`src/rtl/mts_pkg.sv`:
```
// shared types, codes and note tables of the melody tone sequencer
`default_nettype none

package mts_pkg;

    // request kinds carried in the input tuser
    localparam logic [1:0] REQ_TICK = 2'd0;
    localparam logic [1:0] REQ_MODE = 2'd1;
    localparam logic [1:0] REQ_BEEP = 2'd2;

    // music modes, unused codes behave as off
    localparam logic [2:0] MODE_OFF  = 3'd0;
    localparam logic [2:0] MODE_PLAY = 3'd1;
    localparam logic [2:0] MODE_IDLE = 3'd2;
    localparam logic [2:0] MODE_WIN  = 3'd3;
    localparam logic [2:0] MODE_LOSS = 3'd4;

    // tone timer tops: 16 MHz / (2 * 256 * f) - 1
    localparam logic [7:0] TOP_C4   = 8'd118;
    localparam logic [7:0] TOP_D4   = 8'd105;
    localparam logic [7:0] TOP_E4   = 8'd93;
    localparam logic [7:0] TOP_F4   = 8'd88;
    localparam logic [7:0] TOP_G4   = 8'd78;
    localparam logic [7:0] TOP_A4   = 8'd70;
    localparam logic [7:0] TOP_B4   = 8'd62;
    localparam logic [7:0] TOP_C5   = 8'd58;
    localparam logic [7:0] TOP_D5   = 8'd52;
    localparam logic [7:0] TOP_E5   = 8'd46;
    localparam logic [7:0] TOP_F5   = 8'd43;
    localparam logic [7:0] TOP_G5   = 8'd38;
    localparam logic [7:0] TOP_C6   = 8'd28;
    localparam logic [7:0] TOP_BEEP = 8'd19;

    // which table the tone rom reads
    typedef enum logic [2:0] {
        TONE_REST = 3'd0,
        TONE_PLAY = 3'd1,
        TONE_IDLE = 3'd2,
        TONE_WIN  = 3'd3,
        TONE_LOSS = 3'd4,
        TONE_BEEP = 3'd5
    } t_tone_sel;

    // tone rom read request
    typedef struct packed {
        t_tone_sel  sel;
        logic [3:0] idx;
    } t_rom_req;

    // rom word: sound flag over timer top, a rest reads as zero
    function automatic logic [8:0] f_tone_top(input t_tone_sel sel, input logic [3:0] idx);
        logic [7:0] top;
        top = 8'd0;
        case (sel)
            TONE_PLAY: begin
                case (idx)
                    4'd0:    top = TOP_C4;
                    4'd1:    top = TOP_E4;
                    4'd2:    top = TOP_G4;
                    4'd3:    top = TOP_C5;
                    4'd4:    top = TOP_D4;
                    4'd5:    top = TOP_F4;
                    4'd6:    top = TOP_A4;
                    4'd7:    top = TOP_D5;
                    4'd8:    top = TOP_E4;
                    4'd9:    top = TOP_G4;
                    4'd10:   top = TOP_B4;
                    4'd11:   top = TOP_E5;
                    4'd12:   top = TOP_F4;
                    4'd13:   top = TOP_A4;
                    4'd14:   top = TOP_C5;
                    default: top = TOP_F5;
                endcase
            end
            TONE_IDLE: begin
                case (idx)
                    4'd0:    top = TOP_C4;
                    4'd1:    top = TOP_G4;
                    4'd2:    top = TOP_A4;
                    4'd3:    top = TOP_F4;
                    4'd4:    top = TOP_E4;
                    4'd5:    top = TOP_D4;
                    4'd6:    top = TOP_C4;
                    default: top = 8'd0;
                endcase
            end
            TONE_WIN: begin
                case (idx)
                    4'd0:    top = TOP_C5;
                    4'd1:    top = TOP_E5;
                    4'd2:    top = TOP_G5;
                    4'd3:    top = TOP_C6;
                    4'd5:    top = TOP_G5;
                    4'd6:    top = TOP_C6;
                    default: top = 8'd0;
                endcase
            end
            TONE_LOSS: begin
                case (idx)
                    4'd0:    top = TOP_G4;
                    4'd1:    top = TOP_E4;
                    4'd2:    top = TOP_C4;
                    default: top = 8'd0;
                endcase
            end
            TONE_BEEP: top = TOP_BEEP;
            default:   top = 8'd0;
        endcase
        return {(top != 8'd0), top};
    endfunction

    // win tune note lengths in ms
    function automatic logic [15:0] f_win_dur(input logic [3:0] idx);
        logic [15:0] d;
        case (idx)
            4'd3:    d = 16'd200;
            4'd4:    d = 16'd50;
            4'd6:    d = 16'd300;
            default: d = 16'd100;
        endcase
        return d;
    endfunction

    // loss tune note lengths in ms
    function automatic logic [15:0] f_loss_dur(input logic [3:0] idx);
        logic [15:0] d;
        case (idx)
            4'd0:    d = 16'd200;
            4'd1:    d = 16'd200;
            4'd2:    d = 16'd400;
            default: d = 16'd100;
        endcase
        return d;
    endfunction

endpackage

`default_nettype wire

```
`src/rtl/mts_tone_rom.sv`:
```
// synchronous tone rom: note tables to timer top, registered read
`default_nettype none

module mts_tone_rom
    import mts_pkg::*;
(
    input  wire logic       i_clk,
    input  wire logic       i_en,
    input  wire t_rom_req   i_req,
    output logic            o_sound,
    output logic [7:0]      o_top
);

    logic [8:0] r_word;

    // registered read, data holds while not enabled
    always_ff @(posedge i_clk) begin
        if (i_en) begin
            r_word <= f_tone_top(i_req.sel, i_req.idx);
        end
    end

    assign o_sound = r_word[8];
    assign o_top   = r_word[7:0];

endmodule

`default_nettype wire

```
`src/rtl/melody_tone_sequencer_unit.sv`:
```
// melody tone sequencer: tick-driven note stepping with a tone rom read stage
//
// Input stream (s_axis): tuser carries the request kind (tick, select mode,
// start placement beep); tdata carries tick_ms, new_mode and beep_ms. Only a
// tick produces a result beat; mode and beep requests update state silently.
// Output stream (m_axis): one beat per tick with tone_enable, timer_top,
// timer_compare and note_position for the tone timer.
// Pipeline: a tick accepted at a clock edge updates the note state and clocks
// the registered tone rom read at that same edge; the rom word then moves into
// the output register, which drives the result beat. One beat is taken every
// cycle while the receiver holds tready high; the note state update is a
// combinational add and compare, and the rom read is pipelined.
// When the receiver stalls, the output register holds its beat and the rom
// stage holds one more; s_axis tready drops only once both are full.
// Reset clears the mode to off, the note timer, note index, beep counter and
// held tone values, and empties the pipeline.
`default_nettype none

module melody_tone_sequencer_unit
    import mts_pkg::*;
#(
    parameter int GAMEPLAY_NOTES   = 16,
    parameter int WIN_NOTES        = 7,
    parameter int LOSS_NOTES       = 4,
    parameter int IDLE_NOTES       = 8,
    parameter int GAMEPLAY_NOTE_MS = 150,
    parameter int IDLE_NOTE_MS     = 300
) (
    input  wire logic        i_clk,
    input  wire logic        i_rst_n,
    input  wire logic        i_s_axis_tvalid,
    output logic             o_s_axis_tready,
    // [7:0] tick_ms, [10:8] new_mode, [18:11] beep_ms, [23:19] zero
    input  wire logic [23:0] i_s_axis_tdata,
    // [1:0] req_type
    input  wire logic [1:0]  i_s_axis_tuser,
    output logic             o_m_axis_tvalid,
    input  wire logic        i_m_axis_tready,
    // [0] tone_enable, [8:1] timer_top, [15:9] timer_compare,
    // [19:16] note_position, [23:20] zero
    output logic [23:0]      o_m_axis_tdata
);

    localparam logic [4:0]  L_PLAY_LEN = 5'(GAMEPLAY_NOTES);
    localparam logic [4:0]  L_IDLE_LEN = 5'(IDLE_NOTES);
    localparam logic [4:0]  L_WIN_LEN  = 5'(WIN_NOTES);
    localparam logic [4:0]  L_LOSS_CNT = 5'(LOSS_NOTES);
    localparam logic [15:0] L_PLAY_MS  = 16'(GAMEPLAY_NOTE_MS);
    localparam logic [15:0] L_IDLE_MS  = 16'(IDLE_NOTE_MS);

    // sequencer state
    logic [2:0]  r_mode,     n_mode;
    logic [15:0] r_timer,    n_timer;
    logic [3:0]  r_note_idx, n_note_idx;
    logic [7:0]  r_beep,     n_beep;
    logic        r_finished, n_finished;

    // rom stage and output stage
    logic        r_b_valid;
    logic [3:0]  r_b_pos;
    logic        r_o_valid;
    logic        r_o_enable;
    logic [7:0]  r_o_top;
    logic [3:0]  r_o_pos;
    logic [7:0]  r_held_top;

    logic        w_s_accept;
    logic        w_tick;
    logic        w_adv_b;
    logic [1:0]  w_req;
    logic [7:0]  w_tick_ms;
    logic [2:0]  w_new_mode;
    logic [7:0]  w_beep_ms;
    logic [15:0] w_sum;
    logic [4:0]  w_inc;
    logic [15:0] w_dur;
    logic [4:0]  w_len;
    t_rom_req    w_rom_req;
    logic        w_rom_sound;
    logic [7:0]  w_rom_top;
    logic [7:0]  w_top_sel;

    assign w_req      = i_s_axis_tuser;
    assign w_tick_ms  = i_s_axis_tdata[7:0];
    assign w_new_mode = i_s_axis_tdata[10:8];
    assign w_beep_ms  = i_s_axis_tdata[18:11];

    // handshake: rom stage moves on when the output register frees up
    assign w_adv_b         = !r_o_valid || i_m_axis_tready;
    assign o_s_axis_tready = !r_b_valid || w_adv_b;
    assign w_s_accept      = i_s_axis_tvalid && o_s_axis_tready;
    assign w_tick          = w_s_accept && (w_req == REQ_TICK);

    assign w_sum = r_timer + 16'(w_tick_ms);
    assign w_inc = {1'b0, r_note_idx} + 5'd1;

    // one-shot tune lengths
    always_comb begin
        if (r_mode == MODE_WIN) begin
            w_dur = f_win_dur(r_note_idx);
            w_len = L_WIN_LEN;
        end else begin
            w_dur = f_loss_dur(r_note_idx);
            w_len = L_LOSS_CNT;
        end
    end

    // next sequencer state and rom address
    always_comb begin
        n_mode        = r_mode;
        n_timer       = r_timer;
        n_note_idx    = r_note_idx;
        n_beep        = r_beep;
        n_finished    = r_finished;
        w_rom_req.sel = TONE_REST;
        w_rom_req.idx = r_note_idx;
        if (w_s_accept) begin
            case (w_req)
                REQ_MODE: begin
                    n_mode     = w_new_mode;
                    n_timer    = 16'd0;
                    n_note_idx = 4'd0;
                    n_finished = 1'b0;
                end
                REQ_BEEP: begin
                    n_beep = w_beep_ms;
                end
                REQ_TICK: begin
                    n_timer = w_sum;
                    n_beep  = (r_beep >= w_tick_ms) ? (r_beep - w_tick_ms) : 8'd0;
                    case (r_mode)
                        MODE_PLAY: begin
                            if (w_sum >= L_PLAY_MS) begin
                                n_timer    = 16'd0;
                                n_note_idx = (w_inc >= L_PLAY_LEN) ? 4'd0 : w_inc[3:0];
                            end
                            w_rom_req.sel = (n_beep != 8'd0) ? TONE_BEEP : TONE_PLAY;
                        end
                        MODE_IDLE: begin
                            if (w_sum >= L_IDLE_MS) begin
                                n_timer    = 16'd0;
                                n_note_idx = (w_inc >= L_IDLE_LEN) ? 4'd0 : w_inc[3:0];
                            end
                            w_rom_req.sel = TONE_IDLE;
                        end
                        MODE_WIN, MODE_LOSS: begin
                            if (!r_finished) begin
                                if (w_sum >= w_dur) begin
                                    n_timer = 16'd0;
                                    if (w_inc >= w_len) begin
                                        n_finished = 1'b1;
                                    end else begin
                                        n_note_idx = w_inc[3:0];
                                    end
                                end
                                if (!n_finished) begin
                                    w_rom_req.sel = (r_mode == MODE_WIN) ? TONE_WIN : TONE_LOSS;
                                end
                            end
                        end
                        default: begin
                            w_rom_req.sel = TONE_REST;
                        end
                    endcase
                    w_rom_req.idx = n_note_idx;
                end
                default: begin
                    n_mode = r_mode;
                end
            endcase
        end
    end

    // state registers
    always_ff @(posedge i_clk) begin
        if (!i_rst_n) begin
            r_mode     <= MODE_OFF;
            r_timer    <= 16'd0;
            r_note_idx <= 4'd0;
            r_beep     <= 8'd0;
            r_finished <= 1'b0;
        end else begin
            r_mode     <= n_mode;
            r_timer    <= n_timer;
            r_note_idx <= n_note_idx;
            r_beep     <= n_beep;
            r_finished <= n_finished;
        end
    end

    // tone rom read stage
    mts_tone_rom u_rom (
        .i_clk   (i_clk),
        .i_en    (w_tick),
        .i_req   (w_rom_req),
        .o_sound (w_rom_sound),
        .o_top   (w_rom_top)
    );

    always_ff @(posedge i_clk) begin
        if (!i_rst_n) begin
            r_b_valid <= 1'b0;
        end else if (w_tick) begin
            r_b_valid <= 1'b1;
        end else if (w_adv_b) begin
            r_b_valid <= 1'b0;
        end
    end

    always_ff @(posedge i_clk) begin
        if (w_tick) begin
            r_b_pos <= n_note_idx;
        end
    end

    // rests repeat the last sounding top
    assign w_top_sel = w_rom_sound ? w_rom_top : r_held_top;

    // output register and held tone value
    always_ff @(posedge i_clk) begin
        if (!i_rst_n) begin
            r_o_valid  <= 1'b0;
            r_held_top <= 8'd0;
        end else if (w_adv_b) begin
            r_o_valid <= r_b_valid;
            if (r_b_valid) begin
                r_held_top <= w_top_sel;
            end
        end
    end

    always_ff @(posedge i_clk) begin
        if (w_adv_b && r_b_valid) begin
            r_o_enable <= w_rom_sound;
            r_o_top    <= w_top_sel;
            r_o_pos    <= r_b_pos;
        end
    end

    assign o_m_axis_tvalid = r_o_valid;
    assign o_m_axis_tdata  = {4'd0, r_o_pos, r_o_top[7:1], r_o_top, r_o_enable};

    // a tick always reaches the rom stage on the next cycle
    a_tick_to_rom: assert property (@(posedge i_clk) disable iff (!i_rst_n)
        w_tick |=> r_b_valid)
        else $error("tick did not enter the rom stage");

    // a finished one-shot tune keeps its index until a mode request
    a_finished_holds: assert property (@(posedge i_clk) disable iff (!i_rst_n)
        (r_finished && !(w_s_accept && (w_req == REQ_MODE))) |=>
            ($stable(r_note_idx) && r_finished))
        else $error("finished tune moved its note index");

    // looping tunes keep the index inside the tune
    a_loop_index: assert property (@(posedge i_clk) disable iff (!i_rst_n)
        (r_mode == MODE_PLAY || r_mode == MODE_IDLE) |->
            ({1'b0, r_note_idx} < ((r_mode == MODE_PLAY) ? L_PLAY_LEN : L_IDLE_LEN)))
        else $error("note index past the end of a looping tune");

    // output beat always carries the held top
    a_held_match: assert property (@(posedge i_clk) disable iff (!i_rst_n)
        r_o_valid |-> (r_o_top == r_held_top))
        else $error("output top differs from the held top");

endmodule

`default_nettype wire
```
`config.mk`:
```
export PLATFORM = sky130hd
export DESIGN_NAME = melody_tone_sequencer_unit
export DESIGN_NICKNAME = d
export VERILOG_FILES = /design/src/rtl/mts_pkg.sv /design/src/rtl/mts_tone_rom.sv /design/src/rtl/melody_tone_sequencer_unit.sv
export SDC_FILE = /design/constraint.sdc
export NUM_CORES = 1
export LEC_CHECK = 0
export ABC_AREA = 1
export BUFFER_PORTS_ARGS = -buffer_cell sky130_fd_sc_hd__buf_2
export CAP_MARGIN = 0
export CELL_PAD_IN_SITES_DETAIL_PLACEMENT = 1
export CELL_PAD_IN_SITES_GLOBAL_PLACEMENT = 1
export CORE_UTILIZATION = 40
export DETAILED_ROUTE_END_ITERATION = 8
export GPL_ROUTABILITY_DRIVEN = 0
export PLACE_DENSITY_LB_ADDON = 0.2
export SKIP_CTS_REPAIR_TIMING = 1
export SLEW_MARGIN = 20
export SYNTH_ARGS = -nofsm -noshare
export SYNTH_HDL_FRONTEND = slang
export SYNTH_SLANG_ARGS = --single-unit
```
`constraint.sdc`:
```
create_clock -name i_clk -period 11.1 [get_ports i_clk]
set_input_delay 2.22 -clock i_clk [delete_from_list [all_inputs] [get_ports i_clk]]
set_output_delay 2.22 -clock i_clk [all_outputs]
set_load 0.005 [all_outputs]
```
# Word-level counts from Yosys, hierarchy flattened

Memories as Yosys holds them, arrays and structs flattened.
Index checks and enable logic that the tools add are counted.

Register bits: 68
Bits of input ports: 30
Output and inout port bits: 26
Memories: 1
Memory bits (read-only): 112

Muxes and demuxes: 46
Magnitude comparators: 7
Reductions and logical operators: 25
$add $sub $neg: 3
Eq/ne operators: 23

Memories:

| name            | words | bits a word | rd ports | clocked after memory_dff | wr ports | RTL line      | text |
|---|---|---|---|---|---|---|---|
| (no name shown) | 16    | 7           | 1        | 0                        | 0        | mts_pkg.sv:56 | `case (idx)` |

Operators with widths:

| cell                                                                    | number |
|---|---|
| 16-bit two-way mux                                                      | 5 |
| 16-bit one-hot mux with 3 select lines                                  | 1 |
| 7-bit one-hot mux with 6 select lines                                   | 1 |
| 8-bit one-hot mux with 5 select lines                                   | 1 |
| 4-bit two-way mux                                                       | 8 |
| 16-bit one-hot mux with 2 select lines                                  | 1 |
| 9-bit one-hot mux with 3 select lines                                   | 1 |
| 8-bit two-way mux                                                       | 3 |
| 6-bit one-hot mux with 4 select lines                                   | 1 |
| 7-bit one-hot mux with 3 select lines                                   | 1 |
| 4-bit by 3-bit == test with 1-bit output (second input constant)        | 5 |
| 9-bit one-hot mux with 2 select lines                                   | 1 |
| 16-bit by 8-bit adder with 16-bit output                                | 1 |
| 4-bit by 2-bit == test with 1-bit output (second input constant)        | 4 |
| 16-bit >= comparator                                                    | 1 |
| 16-bit by 8-bit >= comparator with 1-bit output (second input constant) | 1 |
| 16-bit by 9-bit >= comparator with 1-bit output (second input constant) | 1 |
| 8-bit one-hot mux with 2 select lines                                   | 1 |
| 8-bit nonzero test                                                      | 2 |
| 7-bit two-way mux                                                       | 2 |
| 3-bit by 2-bit == test with 1-bit output (second input constant)        | 4 |
| 3-bit two-way mux                                                       | 4 |
| 4-bit one-hot mux with 3 select lines                                   | 1 |
| 1-bit two-way mux                                                       | 10 |
| 25 further kinds                                                        | 43 |

# Longest topological paths before layout

Gate-level depths: netlist (run 1).

Depth in word-level cells: 21
Mapped depth: 34
Depth with buffers taken out: 33

# By module

Synthesis (run 1) repeated with hierarchy kept, for this count alone.

Cells, all modules: 839
Area, all modules: 5479.0 µm²

By module, submodules not included:

| module                     | cells each | seq. area each (µm²) | instances | area each (µm²) |
|---|---|---|---|---|
| melody_tone_sequencer_unit | 687        | 1351.3               | 1         | 4519.3 |
| mts_tone_rom               | 152        | 240.2                | 1         | 959.7 |

# Worst setup path before layout (run 1)

OpenSTA, ideal clock, no wires.

Kind: input to register
Start: input i_s_axis_tdata[0]
End: register u_rom.r_word[8], data pin
Arrival time: 5848 ps
Slack: 4995 ps
Cell stages on the path: 30
Buffers on the path: 1
Library setup time: 257 ps
Path through: ha_1 > inv_1 > fa_1 > inv_1 > nand2_1 > nand2_1 > nand3_2 > nand2_4 > xor2_1 > ha_1 > nand4_1 > nor2_1 > nand3_1 > nand3_4 > nand3_2 > o21ai_0 > a21o_1 > nand2_1 > nand2_1 > o21ai_0 > inv_1 > ha_1 > clkbuf_1 > nand3_2 > nand2_1 > nor2_1 > nor2_2 > nand3_2 > nor2_1 > nand2_1

Longest elaborated chain between the ends: 16
Elaborated cells between the ends (all ways): 46
Classes of those cells: add/sub (2); order compare (4); eq/ne (11); mux (22); reduce/logical (6); memory (1)

RTL lines:

| what                                     | RTL line                          | text |
|---|---|---|
| start: declaration                       | melody_tone_sequencer_unit.sv:34  | `input wire logic [23:0] i_s_axis_tdata,` |
| 16-bit by 8-bit adder with 16-bit output | melody_tone_sequencer_unit.sv:94  | `assign w_sum = r_timer + 16'(w_tick_ms);` |
| 16-bit >= comparator                     | melody_tone_sequencer_unit.sv:148 | `if (w_sum >= w_dur) begin` |
| 1-bit two-way mux                        | melody_tone_sequencer_unit.sv:148 |  |
| 1-bit two-way mux                        | melody_tone_sequencer_unit.sv:147 | `if (!r_finished) begin` |
| 1-bit two-way mux                        | melody_tone_sequencer_unit.sv:131 | `case (r_mode)` |
| 1-bit two-way mux                        | melody_tone_sequencer_unit.sv:118 | `case (w_req)` |
| 1-bit two-way mux                        | melody_tone_sequencer_unit.sv:117 | `if (w_s_accept) begin` |
| 3-bit two-way mux                        | melody_tone_sequencer_unit.sv:156 | `if (!n_finished) begin` |
| 3-bit two-way mux                        | melody_tone_sequencer_unit.sv:147 |  |
| 3-bit one-hot mux with 3 select lines    | melody_tone_sequencer_unit.sv:131 |  |
| 7-bit two-way mux *                      | melody_tone_sequencer_unit.sv:118 |  |
| 7-bit two-way mux *                      | melody_tone_sequencer_unit.sv:117 |  |
| 3-bit == test (tied with other cells)    | mts_pkg.sv:54                     | `case (sel)` |
| 8-bit one-hot mux with 5 select lines *  | mts_pkg.sv:54                     |  |
| 8-bit two-way mux *                      | mts_tone_rom.sv:18                | `if (i_en) begin` |
| 8-bit nonzero test *                     | mts_pkg.sv:109                    | `return {(top != 8'd0), top};` |
| end signal: assignment                   | mts_tone_rom.sv:19                | `r_word <= f_tone_top(i_req.sel, i_req.idx);` |
| end: declaration                         | mts_tone_rom.sv:14                | `logic [8:0] r_word;` |

Every way passes the cells marked *; elsewhere a longest branch is shown, timed or not. The select of a mux whose other input is x is not followed.
A chain may end at the register's enable or synchronous reset.

# Worst setup path after layout (run 1)

Ends and elaborated chain as after synthesis.

==> flow_results.org, run 1 <==
** Worst hold path
- In this run the worst hold path is classified as register to register.

** Detailed routing
- Number of DRC markers after the initial detailed-route iteration :: 276
- Antenna violation net count after detailed routing :: 0
- Detailed routing inserted a total of ~5600 vias.
- For this block, the routed nets add up to 16330 um of wire.
- DRC violation count after routing :: 0
- Average wire length per cell after detail routing :: approximately 15 um
- Router iterations before antenna repair :: 5
- Mean number of vias per cell :: 5.251

** Final layout
- Most common cell after layout, fill and taps aside :: sky130_fd_sc_hd__nand2_1
- Relative to the synthesized area, the layout overhead comes to 10.58%.
- 0 antenna diodes ended up in the layout.
- Layout cell share with drive strength beyond 1 :: 15.30%
- The library cells used most frequently in the layout, excluding fill and tap cells, are 249 x sky130_fd_sc_hd__nand2_1, 105 x sky130_fd_sc_hd__inv_1, 76 x sky130_fd_sc_hd__nand3_1.
- Post-layout net count :: 951

** Logic synthesis
- #FFs+latches synth :: 67
- Warning count from the yosys run :: 0
- Avg Synthesized Cell Area :: roughly 6.7 um^2
- In the synthesized netlist, the number of instances is 852.
- In this run, distinct cell masters in the synthesized netlist total 46.
- Proportion of synthesized chip area in sequential cells :: 28.05%
- Area of the mapped netlist :: 5674 um^2

** Clock tree
- Maximum buffer depth of the clock tree :: 2
- After clock tree synthesis, the clock-pin slew on the worst setup and hold paths is 60 ps.
- TritonCTS clock tree :: done
- Latest clock arrival within the worst-skew pair :: 340 ps
- H-tree levels :: 3
- Number of buffers created by CTS :: 9
- The tree is rooted in a sky130_fd_sc_hd__clkbuf_16.
- Clock tree synthesis found a total of between 60 and 70 sinks.

** GRT
- The first global-routing pass estimated 26470 um of wire.
- Antenna violations before repair :: 0
- Largest net degree at the start of global routing :: 31
- Number of global-route vias before repair :: 5509
- Global-route usage over all layers :: 22.86%
- GRT Residual Overflow :: 0

** Flow run
- Across the run, the number of max-cap violations was 0.

** Setup path
- Cell repeated most along the worst path :: sky130_fd_sc_hd__nand2_1
- Data on the critical path arrives at its endpoint at 6850 ps.
- The worst setup path is of the primary input to register kind.
- Crit path largest cell delay :: 400 ps
- Data on the critical path is required at its endpoint by approximately 11000 ps.
- Max FO, Critical Path :: 8
- The worst setup path is captured at a register.
- Max stage delay cell, worst path :: sky130_fd_sc_hd__fa_1
- Launching element type of the critical path :: primary input

** Timing
- Total negative setup slack :: 0 ps
- On the final layout, the worst hold slack is 421.4 ps.
- Final Cycle Share :: 60.96%
- Setup violations remaining at the end of the flow were counted as 0.
- Post-Route Skew :: 5.453 ps
- Normalized max-slew margin :: 32.37%
- Total count of hold-check failures in the final report :: 0
- Based on the critical path, the design can be clocked at up to 0.1478 GHz.
- Unrepaired setup endpoints after global routing :: no
- Final period demand of the worst path :: 6767 ps
- Worst slew pin tran :: 1007 ps
- The number of pins exceeding their max-slew limit in the final report is 0.

** Floorplan
- From bottom edge to top edge, the die measures 121.1 um.
- Count of boundary I/O pins :: 56
- Core Rows :: 43
- Core region area :: 13880 um^2
- The die covers ~15000 um^2.
- The initial utilization of the core area, before any placement, comes to around two fifths.
- The die is 121.1 um wide.

** Place
- Input and output buffers added on the ports amount to 46.
- The wire-length estimate of the detail-placed layout is 12750 um.

** Outcome
- The flow ran to the end, and the final reports show no timing, DRC or antenna violations.

** Pwr
- Max rail drop VDD :: 62.86 uV
- Total power divided by cell area :: 108.5 nW/um^2
- Leakage power of the design :: 3.009 nW
-- flip-flops by register name, summed over array words and instances, names as in the netlist --
name and count:
r_note_idx 4, r_held_top 8, r_b_valid 1, r_timer 16, r_mode 3, o_m_axis_tvalid 1, r_finished 1, r_beep 8
r_b_pos 4, r_o_top 8, r_o_pos 4, r_o_enable 1, u_rom.r_word 8
-- cells in the mapped netlist, drive strengths merged --
| library cell | n | share of area (%) |
|---|---|---|
| buf | 18 | 2.4 |
| clkbuf | 12 | 0.79 |
| a21oi | 61 | 5.6 |
| a211oi | 1 | 0.13 |
| o2111ai | 1 | 0.15 |
| o221ai | 1 | 0.15 |
| nor2 | 81 | 6.9 |
| nor3 | 9 | 1.2 |
| dfxtp | 42 | 15 |
| or2 | 5 | 0.55 |
| nand2 | 273 | 20 |
| nand4 | 15 | 1.7 |
| o22ai | 1 | 0.11 |
| o21ai | 40 | 3.5 |
| inv | 112 | 7.4 |
| a31oi | 2 | 0.22 |
| fa | 2 | 0.71 |
| nand3b | 6 | 0.79 |
| conb | 1 | 0.066 |
| xnor2 | 2 | 0.31 |
| a211o | 8 | 1.2 |
| clkinv | 3 | 0.20 |
| ha | 35 | 7.7 |
| a21o | 1 | 0.13 |
| a21boi | 1 | 0.33 |
| o211ai | 2 | 0.26 |
| edfxtp | 25 | 13 |
| nand3 | 86 | 8.6 |
| a22oi | 1 | 0.13 |
| xor2 | 5 | 0.90 |
-- per-layer routing --
metal / routed length [um] / global-route usage (%) / vias up / part of all wire, %
met2: 7347 / 37.21 / 109 / 45
met1: 8163 / 31.19 / 2674 / 50
met4: 181 / 6.250 / 0 / 1.1
met3: 635 / 3.571 / 15 / 3.9
met5: 0 / 0 / - / 0
li1: - / - / 2815 / -
-- final timing paths --
check                     from         endpoint  slack (ps)  depth (start not counted)
max          i_s_axis_tdata[0]  u_rom.r_word[8]        4330                         31
min reg2reg         r_b_pos[2]       r_o_pos[2]         420                          0
min                 r_b_pos[2]       r_o_pos[2]         420                          0
max reg2reg         r_timer[0]  u_rom.r_word[8]        6000                         30
-- power breakdown --
| group | internal, mW | switching (mW) |
|---|---|---|
| logic | 0.0440 | 0.0897 |
| registers | 0.261 | 0.00441 |
| clock network | 0.166 | 0.116 |
-- metrics by stage --
| step | area [um^2] | setup slack, ps | power (mW) | std cells | util, % |
|---|---|---|---|---|---|
| after global routing | 6275 | 3875 | 0.7153 | 1069 | 45.20 |
| after CTS | 6272 | 4356 | 0.6907 | 1069 | 45.19 |
| final | 6275 | 4333 | 0.6808 | 1069 | 45.20 |
| after floorplan | 5685 | 4995 | 0.3675 | 855 | - |
| after detailed placement | 5977 | 4018 | 0.4027 | 1053 | 43.06 |
| after global placement | 5977 | 4190 | 0.3970 | 1053 | 43.06 |
-- cell type report --
type	instances	area, um^2
Clock inverter	6	45.04
Tap cell	180	225.2
Fill cell	1837	7606
Timing Repair Buffer	48	245.2
Inverter	115	431.7
Clock buffer	10	250.2
Sequential cell	67	1592
Multi-Input combinational cell	643	3486
-- kinds of logic after synthesis --
family | share of synthesized area (%)
flops | 28.05
fa+ha+maj | 8.423
simple gates | 39.52
other cells | 0.06609
buf+inv | 10.76
compound gates | 11.97
xor+xnor | 1.213
-- worst max-delay path: cells and delay by family --
family | cells | cell delay, ps
buf+inv | 5 | 530
simple gates | 17 | 1500
fa+ha+maj | 4 | 1340
compound gates | 4 | 890
xor+xnor | 1 | 360
No activity file was read; power rests on OpenSTA's default activity.
==> inputs of run 2 (changes only) <==
clock period = 6.7 ns   (was 11.1 ns; I/O delays follow)
==> run 2 against run 1 <==
Sequential share of layout area fell by 0.076 points. Combinational power grew 66%. Highest routed layer unchanged. Largest power group unchanged. Power rose by 70%. Critical endpoint unchanged. Clock power increased by 76%. Die area unchanged. Hold slack improved by 4.8 ps. Critical path type unchanged. First-iteration DRC count is 26% higher.
==> flow_results.org, run 2 (synthesis results as in run 1) <==
** Floorplan
- The height of the die was 121.1 um (unchanged).
- The full die area was 14670 um^2 (unchanged).
- The standard cell core area is 13880 um^2 (unchanged).
- Core Rows :: 43 (unchanged)
- The initial core utilization is 40.88% (unchanged).
- The number of placed I/O pins is 56 (unchanged).
- The horizontal die dimension was 121.1 um (unchanged).

** Final layout
- Synthesis-to-finish area growth :: 10.92% (was 10.58%)
- Layout cell share with drive strength beyond 1 :: 15.39% (was 15.30%)
- The layout net count is 952 (was 951).
- The number of inserted filler cells in the final layout is 1855 (was 1837).
- The number of flip-flops under the largest register name was 16 (unchanged).
- Commonest cells after routing, fill and taps aside :: 249 x sky130_fd_sc_hd__nand2_1, 105 x sky130_fd_sc_hd__inv_1, 76 x sky130_fd_sc_hd__nand3_1 (unchanged)
- Most common cell after layout, fill and taps aside :: sky130_fd_sc_hd__nand2_1 (unchanged)
- The end-of-flow core utilization was 45.34% (was 45.20%).
- Top reg by flops :: r_timer (unchanged)
- Area taken by flip-flops and latches :: 1592 um^2 (unchanged)
- The multi-input logic area is 3483 um^2 (was 3486 um^2).
- The total inserted antenna cells was 0 (unchanged).

** Clock tree
- Number of buffers created by CTS :: 9 (unchanged)
- The CTS sink count was 67 (unchanged).
- The clock latency on the worst-skew pair was 340 ps (about the same).
- Clock transition at the registers of the reported paths :: 60 ps (about the same)
- The maximum count of clock buffers along a single path came to 2 (unchanged).
- TritonCTS clock tree :: done (unchanged)
- Root Buffer Master :: sky130_fd_sc_hd__clkbuf_16 (unchanged)
- The number of H-tree levels is 3 (unchanged).

** Detailed routing
- Mean number of vias per cell :: 5.274 (was 5.251)
- The total DRC errors in the routed layout came to 0 (unchanged).
- Drt total wl :: 16410 um (was 16330 um)
- Router iterations before antenna repair :: 4 (was 5)
- The post-detailed-route count of antenna-violating nets came to 0 (unchanged).
- The detailed-route wire length per cell came to 15.34 um (was 15.27 um).
- The number of vias after detailed routing is 5643 (was 5613).
- The number of DRC markers after the initial detailed-route iteration is 347 (was 276).

** Setup path
- Launching element type of the critical path :: primary input (unchanged)
- The maximum fanout along the worst path was 8 (unchanged).
- Reg-to-reg endpoint :: u_rom.r_word[8] (unchanged)
- The capturing element type of the critical path is a register (unchanged).
- Launching point of the worst reg2reg path :: r_timer[0] (unchanged)
- The reg2reg setup slack came to 1620 ps (was 6000 ps).
- Arrival time of data at the critical path endpoint :: 5950 ps (was 6850 ps)
- Top Family by Delay on Critical Path :: simple AND/OR/NAND/NOR gates (unchanged)
- The slowest stage cell on the critical path is sky130_fd_sc_hd__fa_1 (unchanged).
- Critical path required time :: 6790 ps (was 11190 ps)
- Crit path largest cell delay :: 400 ps (about the same)
- Crit path buffers/inverters :: 4 (was 5)
- The critical path start-end classification was primary input to register (unchanged).
- Cell repeated most along the worst path :: sky130_fd_sc_hd__nand2_1 (unchanged)
- FF-to-FF path depth :: 29 (was 30)

** Timing
- Unrepaired setup endpoints after global routing :: no (unchanged)
- The final hold violation count came to 0 (unchanged).
- Of the available clock period, the critical path in the final layout requires around 87%.
- Final Max Tran Viols :: 0 (unchanged)
- The maximum clock skew at final layout was 5.767 ps (was 5.453 ps).
- Total setup violations reported at the end of the flow :: 0 (unchanged)
- Derived from the worst setup path, the maximum achievable clock frequency is around 0.17 GHz.
- Normalized max-slew margin :: 36.75% (was 32.37%)
- Total negative setup slack :: 0 ps (unchanged)
- Worst slew pin tran :: 947.7 ps (was 1007 ps)
- Hold Worst Slack :: 426.2 ps (was 421.4 ps)
- Final period demand of the worst path :: 5853 ps

** Place
- Sum of net half-perimeters after detailed placement :: 12720 um (was 12750 um)
- The number of port buffers is 46 (unchanged).

** Pwr
- Post-layout power :: 1.156 mW (was 0.6808 mW)
- The total power divided by cell area was 183.7 nW/um^2 (was 108.5 nW/um^2).
- The maximum ir drop on the vdd rail is 102.5 uV (was 62.86 uV).
- Leakage power of the design :: 3.024 nW (was 3.009 nW)

** GRT
- The total global routing overflow was 0 (unchanged).
- The aggregate global-route resource usage came to 23.23% (was 22.86%).
- Number of global-route vias before repair :: 5481 (was 5509)
- Largest net degree at the start of global routing :: 31 (unchanged)
- Antenna violations before repair :: 0 (unchanged)
- Global-route wire length before repair :: 26920 um (was 26470 um)

** Outcome
- Run status :: completed (unchanged)

** Flow run
- The max capacitance violation total is 0 (unchanged).

** Worst hold path
- The class of the tightest hold or removal check is register to register (unchanged).
- Hold Path End :: r_o_pos[2] (unchanged)
- Worst Hold Path Cells :: 0 (unchanged)
- Hold_sp :: r_b_pos[2] (unchanged)
run 2: changes by cell type in the layout (fill, tap and decap cells not counted), sizes merged:
| cell | change |
|---|---|
| buf | +1 |
| bufinv | +1 |
| clkbuf | -1 |
| clkinvlp | -1 |
| inv | +1 |
run 2: cell type report:
type                       count  share of cell area (%)
clock inverter                 7                   1.332
sequential                    67                   25.29
multi-input combinational    643                   55.35
tap                          180                   3.579
timing repair buffer          49                   4.016
clock buffer                   9                   3.579
inverter                     115                   6.859
run 2: how the worst max path moves through the flow:
stage,from,endpoint,cells past startpoint
final,i_s_axis_tdata[0],u_rom.r_word[8],30
after global routing,i_s_axis_tdata[0],u_rom.r_word[8],30
after CTS,i_s_axis_tdata[0],u_rom.r_word[8],30
after detailed placement,i_s_axis_tdata[0],u_rom.r_word[8],30
after global placement,i_s_axis_tdata[0],u_rom.r_word[8],30
after floorplan,i_s_axis_tdata[0],u_rom.r_word[8],30
run 2: where the power goes:
group / switching [mW] / internal [mW]
registers: 0.00741 / 0.432
clock network: 0.200 / 0.295
logic: 0.149 / 0.0733
total: 0.356 / 0.800
run 2: through the flow:
step | setup slack (ps) | cell area (um^2) | instances
3_5_place_dp | 548.3 | 5984 | 1054
3_3_place_gp | 696.3 | 5984 | 1054
5_1_grt | 345.4 | 6294 | 1070
6_report | 847.5 | 6294 | 1070
4_1_cts | 883.9 | 6294 | 1070
2_1_floorplan | 1475 | 5685 | 855
run 2: routing by layer:
layer,GRT usage (%),share of wire [%],vias up
li1,-,-,2821
met1,32.11,50,2693
met2,37.82,45,113
met3,3.477,3.7,16
met4,5.556,1.1,0
met5,0,0,-
